==> config.mk <==
export PLATFORM = sky130hd
export DESIGN_NAME = periodic_timeout_slot_table_top_flat
export DESIGN_NICKNAME = d
export VERILOG_FILES = /design/src/rtl/pts_pkg.sv /design/src/rtl/pts_if.sv /design/src/rtl/pts_cell.sv /design/src/rtl/periodic_timeout_slot_table_top.sv /design/src/flat_wrapper.sv
export SDC_FILE = /design/constraint.sdc
export NUM_CORES = 2
export LEC_CHECK = 0
export BUFFER_PORTS_ARGS = -buffer_cell sky130_fd_sc_hd__buf_4
export CAP_MARGIN = 20
export CELL_PAD_IN_SITES_DETAIL_PLACEMENT = 1
export CELL_PAD_IN_SITES_GLOBAL_PLACEMENT = 1
export CORE_MARGIN = 1.5
export CORE_UTILIZATION = 53
export DETAILED_ROUTE_END_ITERATION = 8
export PLACE_DENSITY = 0.86
export SYNTH_ARGS = -nofsm -noshare
export SYNTH_HDL_FRONTEND = slang
export SYNTH_SLANG_ARGS = --single-unit
==> constraint.sdc <==
create_clock -name clk -period 27.2 [get_ports clk]
set_input_delay 5.44 -clock clk [delete_from_list [all_inputs] [get_ports clk]]
set_output_delay 5.44 -clock clk [all_outputs]
set_load 0.05 [all_outputs]
==> src/rtl/pts_pkg.sv <==
`default_nettype none

package pts_pkg;

  localparam int unsigned SLOTS_DEF = 8;

  localparam int unsigned OP_W     = 2;
  localparam int unsigned PERIOD_W = 32;
  localparam int unsigned TAG_W    = 16;
  localparam int unsigned SLOT_W   = 6;
  localparam int unsigned STATUS_W = 3;
  localparam int unsigned COUNT_W  = 64;

  // Operation codes carried on the command channel.
  localparam logic [OP_W-1:0] OP_TICK  = 2'd0;
  localparam logic [OP_W-1:0] OP_REG   = 2'd1;
  localparam logic [OP_W-1:0] OP_UNREG = 2'd2;

  // Result status codes.
  localparam logic [STATUS_W-1:0] STAT_OK          = 3'd0;
  localparam logic [STATUS_W-1:0] STAT_FULL        = 3'd1;
  localparam logic [STATUS_W-1:0] STAT_ZERO_PERIOD = 3'd2;
  localparam logic [STATUS_W-1:0] STAT_EMPTY       = 3'd3;
  localparam logic [STATUS_W-1:0] STAT_RANGE       = 3'd4;

  // What the token asks of each cell as it passes.
  typedef enum logic [1:0] {
    TOK_NONE,
    TOK_TICK,
    TOK_REG,
    TOK_UNREG
  } tok_op_t;

  typedef enum logic {
    ST_IDLE,
    ST_SCAN
  } ctrl_state_t;

  // Token handed from cell to cell, one cell per cycle while the row advances.
  typedef struct packed {
    logic                valid;
    tok_op_t             op;
    logic [PERIOD_W-1:0] period;
    logic                rep;
    logic [TAG_W-1:0]    tag;
    logic [SLOT_W-1:0]   index;
    logic                claimed;
  } token_t;

  // Result offered by the cell that currently holds the token. A pushed
  // result is one more firing; an unpushed one replaces the preset answer.
  typedef struct packed {
    logic                valid;
    logic                push;
    logic [STATUS_W-1:0] status;
    logic [SLOT_W-1:0]   slot;
    logic                fired;
    logic [TAG_W-1:0]    tag;
  } cell_res_t;

endpackage

`default_nettype wire

==> src/rtl/pts_if.sv <==
`default_nettype none

interface pts_cmd_if
  import pts_pkg::*;
();
  logic                valid;
  logic                ready;
  logic [OP_W-1:0]     operation;
  logic [PERIOD_W-1:0] period;
  logic                repeat_mode;
  logic [TAG_W-1:0]    tag;
  logic [SLOT_W-1:0]   slot_index;

  modport source (output valid, operation, period, repeat_mode, tag, slot_index,
                  input ready);
  modport sink (input valid, operation, period, repeat_mode, tag, slot_index,
                output ready);
endinterface

interface pts_res_if
  import pts_pkg::*;
();
  logic                valid;
  logic                ready;
  logic [STATUS_W-1:0] status;
  logic [SLOT_W-1:0]   slot;
  logic                fired;
  logic [TAG_W-1:0]    fired_tag;
  logic [COUNT_W-1:0]  now;
  logic                last;

  modport source (output valid, status, slot, fired, fired_tag, now, last,
                  input ready);
  modport sink (input valid, status, slot, fired, fired_tag, now, last,
                output ready);
endinterface

`default_nettype wire

==> src/rtl/pts_cell.sv <==
`default_nettype none

module pts_cell
  import pts_pkg::*;
#(
  parameter int unsigned CELL_ID = 0
) (
  input  wire logic               clk,
  input  wire logic               rst,
  input  wire logic               advance,
  input  wire logic [COUNT_W-1:0] now,
  input  wire token_t             tok_in,
  output token_t                  tok_out,
  output cell_res_t               res
);

  logic                active;
  logic [COUNT_W-1:0]  deadline;
  logic [PERIOD_W-1:0] period;
  logic                rep;
  logic [TAG_W-1:0]    tag;

  token_t              tok_next;
  logic                fire;
  logic                claim;
  logic                release_slot;
  logic [COUNT_W-1:0]  deadline_next;

  localparam logic [SLOT_W-1:0] MY_SLOT = SLOT_W'(CELL_ID);

  always_comb begin
    tok_next     = tok_in;
    res          = '0;
    fire         = 1'b0;
    claim        = 1'b0;
    release_slot = 1'b0;
    if (tok_in.valid) begin
      case (tok_in.op)
        TOK_TICK: begin
          fire = active && (deadline < now);
        end
        TOK_REG: begin
          claim = !tok_in.claimed && !active;
        end
        TOK_UNREG: begin
          release_slot = (tok_in.index == MY_SLOT) && active;
        end
        default: begin
        end
      endcase
    end
    if (claim) begin
      tok_next.claimed = 1'b1;
    end
    res.valid  = fire || claim || release_slot;
    res.push   = fire;
    res.status = STAT_OK;
    res.slot   = res.valid ? MY_SLOT : '0;
    res.fired  = fire;
    res.tag    = fire ? tag : '0;
    // One adder serves both the claim and the re-arm.
    deadline_next = now + {{(COUNT_W-PERIOD_W){1'b0}}, claim ? tok_in.period : period};
  end

  always_ff @(posedge clk) begin
    if (rst) begin
      active        <= 1'b0;
      tok_out.valid <= 1'b0;
    end else if (advance) begin
      tok_out <= tok_next;
      if (claim) begin
        active <= 1'b1;
      end else if (release_slot || (fire && !rep)) begin
        active <= 1'b0;
      end
    end
  end

  always_ff @(posedge clk) begin
    if (advance) begin
      if (claim) begin
        period <= tok_in.period;
        rep    <= tok_in.rep;
        tag    <= tok_in.tag;
      end
      if (claim || (fire && rep)) begin
        deadline <= deadline_next;
      end
    end
  end

endmodule

`default_nettype wire

==> src/rtl/periodic_timeout_slot_table_top.sv <==
`default_nettype none

// Periodic timeout slot table.
//
// Commands arrive on the cmd channel and results leave on the res channel,
// both valid/ready; a beat moves at a rising edge with valid and ready high.
// A tick command advances the 64-bit tick counter and reports every slot
// whose deadline has passed, one result beat per firing slot in ascending
// slot order. A register command claims the lowest free slot; an unregister
// command frees one. Both give exactly one result beat. A quiet tick and the
// unused operation code give none. The last beat of each command has last set.
//
// Each slot lives in its own cell of a row of SLOTS cells. A token carrying
// the command walks the row one cell per clock while the row is not stalled.
// A command occupies the block while the token is loaded, while it visits
// the cells and while the final beat is handed over. cmd.ready is low
// during that walk. The unused operation code is accepted but starts no walk.
//
// When the receiver stalls, a finished beat waits in the output register and
// one more in a holding register; the token then pauses in place, so nothing
// is lost. Reset frees every slot, zeroes the counter and empties the row.
module periodic_timeout_slot_table_top
  import pts_pkg::*;
#(
  parameter int unsigned SLOTS = SLOTS_DEF
) (
  input  wire logic  clk,
  input  wire logic  rst,
  pts_cmd_if.sink    cmd,
  pts_res_if.source  res
);

  ctrl_state_t state;
  ctrl_state_t state_next;

  logic [COUNT_W-1:0] tick_count;

  // Token waiting to enter the first cell, and the row's token registers.
  token_t    tok0;
  token_t    tok_chain [SLOTS+1];
  cell_res_t cres_arr  [SLOTS];
  cell_res_t cres;
  logic [SLOTS:0] tok_valids;

  logic advance;
  logic cmd_ready;
  logic accept;
  logic op_known;
  logic end_valid;
  logic out_busy;
  logic load_out;

  // Holding register: the most recent result, not yet known to be the last.
  logic                pend_valid;
  logic [STATUS_W-1:0] pend_status;
  logic [SLOT_W-1:0]   pend_slot;
  logic                pend_fired;
  logic [TAG_W-1:0]    pend_tag;

  // Output register.
  logic                out_valid;
  logic [STATUS_W-1:0] out_status;
  logic [SLOT_W-1:0]   out_slot;
  logic                out_fired;
  logic [TAG_W-1:0]    out_tag;
  logic [COUNT_W-1:0]  out_now;
  logic                out_last;

  assign tok_chain[0] = tok0;
  assign end_valid    = tok_chain[SLOTS].valid;
  assign accept       = cmd.valid && cmd_ready;
  assign out_busy     = out_valid && !res.ready;

  // Only the three defined operations start a walk along the row.
  assign op_known = (cmd.operation == OP_TICK) || (cmd.operation == OP_REG) ||
                    (cmd.operation == OP_UNREG);

  genvar g;
  generate
    for (g = 0; g < SLOTS; g++) begin : g_cell
      pts_cell #(
        .CELL_ID (g)
      ) u_cell (
        .clk     (clk),
        .rst     (rst),
        .advance (advance),
        .now     (tick_count),
        .tok_in  (tok_chain[g]),
        .tok_out (tok_chain[g+1]),
        .res     (cres_arr[g])
      );
    end
  endgenerate

  // Only the cell holding the token drives a non-zero result.
  always_comb begin
    cres = '0;
    for (int k = 0; k < SLOTS; k++) begin
      cres = cres | cres_arr[k];
    end
    for (int k = 0; k <= SLOTS; k++) begin
      tok_valids[k] = tok_chain[k].valid;
    end
  end

  always_comb begin
    state_next = state;
    cmd_ready  = 1'b0;
    advance    = 1'b1;
    case (state)
      ST_IDLE: begin
        cmd_ready = 1'b1;
        if (accept && op_known) begin
          state_next = ST_SCAN;
        end
      end
      ST_SCAN: begin
        // A new firing or the final hand-over needs the output register free.
        if (pend_valid && out_busy && ((cres.valid && cres.push) || end_valid)) begin
          advance = 1'b0;
        end
        if (end_valid && advance) begin
          state_next = ST_IDLE;
        end
      end
      default: begin
        state_next = ST_IDLE;
      end
    endcase
  end

  assign load_out  = advance && pend_valid && ((cres.valid && cres.push) || end_valid);
  assign cmd.ready = cmd_ready;

  always_ff @(posedge clk) begin
    if (rst) begin
      state <= ST_IDLE;
    end else begin
      state <= state_next;
    end
  end

  // Counter and the valid flags of the two result registers.
  always_ff @(posedge clk) begin
    if (rst) begin
      tick_count <= '0;
      pend_valid <= 1'b0;
      out_valid  <= 1'b0;
    end else begin
      if (out_valid && res.ready) begin
        out_valid <= 1'b0;
      end
      if (load_out) begin
        out_valid <= 1'b1;
      end
      if (accept) begin
        case (cmd.operation)
          OP_TICK: begin
            tick_count <= tick_count + COUNT_W'(1);
            pend_valid <= 1'b0;
          end
          OP_REG, OP_UNREG: begin
            pend_valid <= 1'b1;
          end
          default: begin
          end
        endcase
      end else if (advance) begin
        if (cres.valid) begin
          pend_valid <= 1'b1;
        end else if (end_valid) begin
          pend_valid <= 1'b0;
        end
      end
    end
  end

  // Token injection and the payload of the result registers.
  always_ff @(posedge clk) begin
    if (rst) begin
      tok0.valid <= 1'b0;
    end else if (accept) begin
      tok0.valid <= op_known;
    end else if (advance) begin
      tok0.valid <= 1'b0;
    end
    if (accept) begin
      tok0.period  <= cmd.period;
      tok0.rep     <= cmd.repeat_mode;
      tok0.tag     <= cmd.tag;
      tok0.index   <= cmd.slot_index;
      tok0.claimed <= 1'b0;
      tok0.op      <= TOK_NONE;
      pend_slot    <= '0;
      pend_fired   <= 1'b0;
      pend_tag     <= '0;
      // Register and unregister preset the error answer; the cell that
      // acts on the command overwrites it.
      case (cmd.operation)
        OP_TICK: begin
          tok0.op <= TOK_TICK;
        end
        OP_REG: begin
          if (cmd.period == '0) begin
            pend_status <= STAT_ZERO_PERIOD;
          end else begin
            pend_status <= STAT_FULL;
            tok0.op     <= TOK_REG;
          end
        end
        OP_UNREG: begin
          if ({1'b0, cmd.slot_index} >= (SLOT_W+1)'(SLOTS)) begin
            pend_status <= STAT_RANGE;
          end else begin
            pend_status <= STAT_EMPTY;
            tok0.op     <= TOK_UNREG;
          end
        end
        default: begin
        end
      endcase
    end else if (advance && cres.valid) begin
      pend_status <= cres.status;
      pend_slot   <= cres.slot;
      pend_fired  <= cres.fired;
      pend_tag    <= cres.tag;
    end
    if (load_out) begin
      out_status <= pend_status;
      out_slot   <= pend_slot;
      out_fired  <= pend_fired;
      out_tag    <= pend_tag;
      out_now    <= tick_count;
      out_last   <= end_valid;
    end
  end

  assign res.valid     = out_valid;
  assign res.status    = out_status;
  assign res.slot      = out_slot;
  assign res.fired     = out_fired;
  assign res.fired_tag = out_tag;
  assign res.now       = out_now;
  assign res.last      = out_last;

  // The row never holds more than one token.
  a_one_token: assert property (@(posedge clk) disable iff (rst)
    $onehot0(tok_valids))
    else $error("more than one token in the slot row");

  // Between commands nothing is left in the holding register.
  a_idle_empty: assert property (@(posedge clk) disable iff (rst)
    (state == ST_IDLE) |-> !pend_valid)
    else $error("held result left behind after a command");

  // The counter moves only on an accepted tick.
  a_count_hold: assert property (@(posedge clk)
    (!rst && !(accept && (cmd.operation == OP_TICK))) |=> (rst || $stable(tick_count)))
    else $error("tick counter moved without a tick");

  // A command ends only with the row left entirely empty, last cell included.
  a_scan_end: assert property (@(posedge clk) disable iff (rst)
    (state == ST_SCAN && state_next == ST_IDLE) |=> (tok_valids == '0))
    else $error("token still in the row after the scan ended");

endmodule

`default_nettype wire
==> src/flat_wrapper.sv <==
// flat-port wrapper written by rule: the top's interface ports become plain ports
module periodic_timeout_slot_table_top_flat import pts_pkg::*;
#(
  parameter int unsigned SLOTS = SLOTS_DEF
)
  (clk, rst, cmd_valid, cmd_operation, cmd_period, cmd_repeat_mode, cmd_tag, cmd_slot_index, cmd_ready, res_valid, res_status, res_slot, res_fired, res_fired_tag, res_now, res_last, res_ready);
  pts_cmd_if cmd_i ();
  pts_res_if res_i ();
  input  wire logic clk;
  input  wire logic rst;
  input wire logic [$bits(cmd_i.valid)-1:0] cmd_valid;
  input wire logic [$bits(cmd_i.operation)-1:0] cmd_operation;
  input wire logic [$bits(cmd_i.period)-1:0] cmd_period;
  input wire logic [$bits(cmd_i.repeat_mode)-1:0] cmd_repeat_mode;
  input wire logic [$bits(cmd_i.tag)-1:0] cmd_tag;
  input wire logic [$bits(cmd_i.slot_index)-1:0] cmd_slot_index;
  output wire logic [$bits(cmd_i.ready)-1:0] cmd_ready;
  output wire logic [$bits(res_i.valid)-1:0] res_valid;
  output wire logic [$bits(res_i.status)-1:0] res_status;
  output wire logic [$bits(res_i.slot)-1:0] res_slot;
  output wire logic [$bits(res_i.fired)-1:0] res_fired;
  output wire logic [$bits(res_i.fired_tag)-1:0] res_fired_tag;
  output wire logic [$bits(res_i.now)-1:0] res_now;
  output wire logic [$bits(res_i.last)-1:0] res_last;
  input wire logic [$bits(res_i.ready)-1:0] res_ready;
  assign cmd_i.valid = cmd_valid;
  assign cmd_i.operation = cmd_operation;
  assign cmd_i.period = cmd_period;
  assign cmd_i.repeat_mode = cmd_repeat_mode;
  assign cmd_i.tag = cmd_tag;
  assign cmd_i.slot_index = cmd_slot_index;
  assign cmd_ready = cmd_i.ready;
  assign res_valid = res_i.valid;
  assign res_status = res_i.status;
  assign res_slot = res_i.slot;
  assign res_fired = res_i.fired;
  assign res_fired_tag = res_i.fired_tag;
  assign res_now = res_i.now;
  assign res_last = res_i.last;
  assign res_i.ready = res_ready;
  periodic_timeout_slot_table_top #(.SLOTS(SLOTS)) u_core (.clk(clk), .rst(rst), .cmd(cmd_i), .res(res_i));
endmodule
== Word-level counts from Yosys, hierarchy flattened ==
Index checks and enable logic that the tools add are counted.
W data, S select, Z words.

* $add $sub $neg: 9
* Order comparisons: 9
* Equality and inequality tests: 35
* Mux-type cells: 111
* Bitwise gates (word level): 9
* Reductions and logical operators: 153

{| class="wikitable"
|+ Operator list
! operator !! count
|-
| $add A64 B32 Y64 || 8
|-
| $lt A64 B64 Y1 || 8
|-
| $mux W32 || 8
|-
| $or A28 B28 Y28 || 7
|-
| $mux W16 || 8
|-
| $mux W1 || 79
|-
| $add A64 B1 Y64 const B || 1
|-
| $reduce_and A2 Y1 || 27
|-
| $logic_and A1 B1 Y1 || 50
|-
| $logic_or A1 B1 Y1 || 35
|-
| $eq A2 B2 Y1 const B || 17
|-
| $logic_not A32 Y1 || 1
|-
| $eq A6 B3 Y1 const B || 4
|-
| $logic_not A1 Y1 || 24
|-
| $reduce_bool A2 Y1 || 11
|-
| $mux W3 || 7
|-
| $eq A2 B1 Y1 const B || 9
|-
| $eq A6 B2 Y1 const B || 2
|-
| $mux W2 || 5
|-
| $eq A6 B1 Y1 const B || 1
|-
| $ge A6 B4 Y1 const B || 1
|-
| $logic_not A6 Y1 || 1
|-
| $ne A3 B3 Y1 const B || 2
|-
| $pmux W2 S3 || 1
|-
| other kinds (7) || 9
|}

* Flip-flop bits (word level): 1,568
* Input bits: 61
* Output and inout port bits: 93

== Longest topological paths before layout ==
* Word-level depth: 23
* Depth in mapped cells: 19
* Gate-level depth less buffers: 17

== Cells and area by module ==
From an unflattened synthesis, not the netlist that was laid out.

* Cell total of the unflattened synthesis: 7,463
* Area total of the unflattened synthesis: 88,598.7 um2

{| class="wikitable"
|+ By module, submodules not included
! module !! times used !! cells each !! area each (um2)
|-
| pts_cell at u_core.g_cell[0].u_cell ... || 2 || 852 || 9,949.5
|-
| pts_cell at u_core.g_cell[5].u_cell ... || 2 || 853 || 9,949.5
|-
| pts_cell at u_core.g_cell[4].u_cell || 1 || 853 || 9,947.0
|-
| pts_cell at u_core.g_cell[7].u_cell || 1 || 822 || 9,890.7
|-
| pts_cell at u_core.g_cell[2].u_cell || 1 || 819 || 9,874.5
|-
| pts_cell at u_core.g_cell[1].u_cell || 1 || 809 || 9,740.6
|-
| periodic_timeout_slot_table_top || 1 || 750 || 9,347.7
|}

== Worst setup path after synthesis ==
Ideal clock, no wire load.

* Path kind: input to register
* Start: in res_ready
* End: reg u_core.pend_valid
* Arrival: 24.488 ns
* Slack: 2.591 ns
* Stages on the path: 7
* Buffers on the path: 1
* Path through: nor2b_1 > nand3_1 > a31oi_4 > clkbuf_1 > nor2_1 > o21ai_0 > nand2_1

* Cells in the longest elaborated chain, start to end: 9

{| class="wikitable"
|+ RTL lines
! what !! RTL line !! source
|-
| from (decl) || flat_wrapper.sv:25 || <nowiki>input wire logic [$bits(res_i.ready)-1:0] res_ready;</nowiki>
|-
| $logic_not A1 Y1 || periodic_timeout_slot_table_top.sv:72 || <nowiki>assign out_busy = out_valid && !res.ready;</nowiki>
|-
| $logic_and A1 B1 Y1 || periodic_timeout_slot_table_top.sv:72 ||
|-
| $logic_and A1 B1 Y1 (2 in a row) || periodic_timeout_slot_table_top.sv:119 || <nowiki>if (pend_valid && out_busy && ((cres.valid && cres.push) || end_valid)) begin</nowiki>
|-
| $mux W1 || periodic_timeout_slot_table_top.sv:119 ||
|-
| $mux W1 (2 in a row) || periodic_timeout_slot_table_top.sv:110 || <nowiki>case (state)</nowiki>
|-
| $reduce_bool A2 Y1 (no line) || - ||
|-
| $reduce_and A3 Y1 (no line) || - ||
|-
| to (signal assigned) || periodic_timeout_slot_table_top.sv:147 || <nowiki>pend_valid <= 1'b0;</nowiki>
|-
| to (signal assigned) || periodic_timeout_slot_table_top.sv:160 || <nowiki>pend_valid <= 1'b0;</nowiki>
|-
| to (signal assigned) || periodic_timeout_slot_table_top.sv:163 || <nowiki>pend_valid <= 1'b1;</nowiki>
|-
| to (decl) || periodic_timeout_slot_table_top.sv:54 || <nowiki>logic pend_valid;</nowiki>
|}

Every way passes these cells. The select of a mux whose other input is x is not followed.
A chain may end at the register's enable or synchronous reset.

== Worst setup path after layout ==
* Start: in cmd_valid
* End: reg u_core.tick_count[43]

* Cells in the longest elaborated chain, start to end: 2

{| class="wikitable"
|+ RTL lines
! what !! RTL line !! source
|-
| from (decl) || flat_wrapper.sv:11 || <nowiki>input wire logic [$bits(cmd_i.valid)-1:0] cmd_valid;</nowiki>
|-
| $logic_and A1 B1 Y1 || periodic_timeout_slot_table_top.sv:71 || <nowiki>assign accept = cmd.valid && cmd_ready;</nowiki>
|-
| $reduce_and A2 Y1 (no line) || - ||
|-
| to (signal assigned) || periodic_timeout_slot_table_top.sv:159 || <nowiki>tick_count <= tick_count + COUNT_W'(1);</nowiki>
|-
| to (decl) || periodic_timeout_slot_table_top.sv:36 || <nowiki>logic [COUNT_W-1:0] tick_count;</nowiki>
|}

Every way passes these cells.

==> flow_metrics.env <==
export IMPL_worst_slew_pin_slew_ns=1.23
export IMPL_clock_latency_ns=0.84
export IMPL_die_y_um=390
export IMPL_drt_wirelength_per_cell_um=30.9
export IMPL_clock_root_buffer="clkbuf_16"
export IMPL_dp_cells=8195
export IMPL_fin_crit_sh_pct=32.5
export IMPL_clock_skew_ns=0.0407
export IMPL_end_kind="flop"
export IMPL_dr_pass1_iters=9
export IMPL_final_util_pct=60.0
export IMPL_synth_compound_area_share_pct=10.4
export IMPL_holdCritPathClass="flop to flop"
export IMPL_arrival_ns=9.59
export IMPL_gp_congestion=0.908
export IMPL_synthMuxAreaShare_pct=3.62
export IMPL_dpl_cell_area_um2=83400
export IMPL_n_antenna_cell=0
export IMPL_clkSinkCount=1562
export IMPL_syn_area_per_cell_um2=12.9
export IMPL_synth_edf_count=1458
export IMPL_path_max_fanout=13
export IMPL_stdcell_area_um2=88900
export IMPL_cts_made_buffers=168
export IMPL_globalRouteTotalUtil_pct=34.2
export IMPL_final_cells=8515
export IMPL_synth_cells=6145
export IMPL_drt_initial_drc_count=6383
export IMPL_portBuffers=150
export IMPL_finalCriticalPeriod_ns=8.84
export IMPL_synth_simple_area_share_pct=8.85
export IMPL_powerDensity_nw_per_um2=59.7
export IMPL_tns_ns=0
export IMPL_cp_start_kind="input port"
export IMPL_synth_seq_cells=1562
export IMPL_clkSlewWorstSetupHoldPaths_ns=0.06
export IMPL_cap_violations=0
export IMPL_irDropWorstVdd_v=0.0000855
export IMPL_remaining_drc_errors=4
export IMPL_status="finished, violations left"
export IMPL_relSlewSlack_pct=16.9
export IMPL_area_growth_pct=12.0
export IMPL_num_rows=141
export IMPL_totalWireLength_um=263000
export IMPL_final_cell_mix="edfxtp_1, ha_1, nor2_1"
export IMPL_synthAdderAreaFrac_pct=12.3
export IMPL_ys_async_sr_fraction_pct=0
export IMPL_yosys_warnings=0
export IMPL_clk_path_buf_depth=3
export IMPL_synthFlopType="edfxtp_1"
export IMPL_fmax_ghz=0.113
export IMPL_violations="design-rule violations"
export IMPL_hold_buffers=0
export IMPL_ant_nets=0
export IMPL_grt_setup_unrepaired="no"
export IMPL_dieArea_um2=152000
export IMPL_synth_top_family_by_area="adder cells"
export IMPL_criticalPathCategory="input port to flop"
export IMPL_grt_pass1_vias=60900
export IMPL_cts_tree="built"
export IMPL_setup_viol=0
export IMPL_dp_hpwl_um=179000
export IMPL_antenna_found_initial=7
export IMPL_grt_overflow=0
export IMPL_final_common_cell="edfxtp_1"
export IMPL_h_tree_depth=4
export IMPL_required_ns=27.95
export IMPL_synthXorXnorAreaFrac_pct=5.64
export IMPL_grt_max_degree=158
export IMPL_core_area_um2=148000
export IMPL_grt_pass1_wl_um=388000
export IMPL_ioPinCount=154
export IMPL_drive_above_1_share_pct=13.0
export IMPL_p_leak_nw=34.0
export IMPL_cts_resized=0
export IMPL_viasPerCell=6.63
export IMPL_vias=56500
export IMPL_nets=7276
export IMPL_ys_seq_area_share_pct=57.8
export IMPL_initial_core_util_pct=53.6
export IMPL_synth_area_um2=79400
export IMPL_die_w_um=390
export IMPL_post_cts_setup_buffer_count=0
export IMPL_drv_slew=0
export IMPL_final_hold_viol_count=0
export IMPL_yosys_cell_types_count=96
-- path summary, 6_finish.rpt --
path / start / endpoint / slack (ns) / cells after the start
setup / recovery: cmd_valid / u_core.tick_count[43] / 18.36 / 13
hold / removal: u_core.g_cell[6].u_cell.tok_out[16] / u_core.g_cell[7].u_cell.tag[9] / 0.43 / 0
setup reg to reg: u_core.tick_count[42] / u_core.g_cell[6].u_cell.period[15] / 18.80 / 14
hold reg to reg: u_core.g_cell[6].u_cell.tok_out[16] / u_core.g_cell[7].u_cell.tag[9] / 0.43 / 0
-- critical path, cell delays in order --
cell and delay (ns):
buf_4 0.08, nand2_1 0.36, inv_4 0.24, nand2_1 0.14, nor2_1 0.47, nand4_2 0.40
or3_1 0.51, nor2_1 0.27, nand3_1 0.39, nor2_2 0.55, nand3_1 0.20, or3_1 0.34
a21oi_1 0.15
-- Yosys cell counts, drive strengths merged (80+ instances only) --
library cell / instances / area share [%]
nor2: 486 / 2.3
inv: 146 / 0.69
o21ai: 228 / 1.4
edfxtp: 1458 / 55
nor3: 80 / 0.53
ha: 765 / 12
mux2: 248 / 3.5
nand4: 93 / 0.74
nand2: 377 / 1.8
nand3: 138 / 0.89
xnor2: 441 / 4.9
dfxtp: 104 / 2.6
a21oi: 428 / 2.7
a21o: 195 / 1.8
clkbuf: 106 / 0.50
-- report_power, final --
part / internal (mW) / switching (mW) / total (mW)
registers: 2.72 / 0.0482 / 2.77
clock network: 1.26 / 1.04 / 2.30
logic: 0.0927 / 0.148 / 0.241
-- logic make-up after synthesis --
family          after synthesis
compound gates             1265
xor+xnor                    511
fa+ha+maj                   773
buf+inv                     297
flops                      1562
mux                         256
other cells                   1
simple gates               1480
-- area by class of cell --
| class | instances | area (um^2) |
|---|---|---|
| clock inverters | 89 | 867 |
| repair buffers | 264 | 2080 |
| well taps | 1930 | 2410 |
| multi-input cells | 4288 | 32500 |
| fillers | 14400 | 59300 |
| inverters | 158 | 603 |
| flip-flops and latches | 1562 | 45900 |
| clock buffers | 224 | 4530 |
-- flip-flops by register name, summed over array words and instances (netlist names) --
name	flops
u_core.g_cell.u_cell.active	8
u_core.g_cell.u_cell.deadline	512
u_core.g_cell.u_cell.period	256
u_core.g_cell.u_cell.rep	8
u_core.g_cell.u_cell.tag	128
u_core.g_cell.u_cell.tok_out	414
u_core.pend_fired	1
u_core.pend_slot	3
u_core.pend_status	3
u_core.pend_tag	16
u_core.pend_valid	1
u_core.res.fired	1
u_core.res.fired_tag	16
u_core.res.last	1
u_core.res.now	64
u_core.res.slot	3
u_core.res.status	3
u_core.res.valid	1
u_core.state	1
u_core.tick_count	64
u_core.tok0	58
-- through the flow --
stage	total power, mW	setup WS, ns	hold WS, ns
after CTS	5.31	18.45	0.415
after global placement	3.01	17.99	0.402
after global routing	5.41	18.19	0.440
after detailed placement	3.04	17.69	0.405
final	5.31	18.36	0.425
after floorplan	2.97	2.59	0.400
-- routing by layer --
layer  part of all wire, %  track usage [%]  vias to the layer above
li1                      -                -                    24000
met1                    38             42.7                    28600
met2                    48             56.6                     3088
met3                   8.6             6.50                      811
met4                   5.4             17.9                       10
met5                 0.025                0                        -
(Power assumes the default switching activity.)
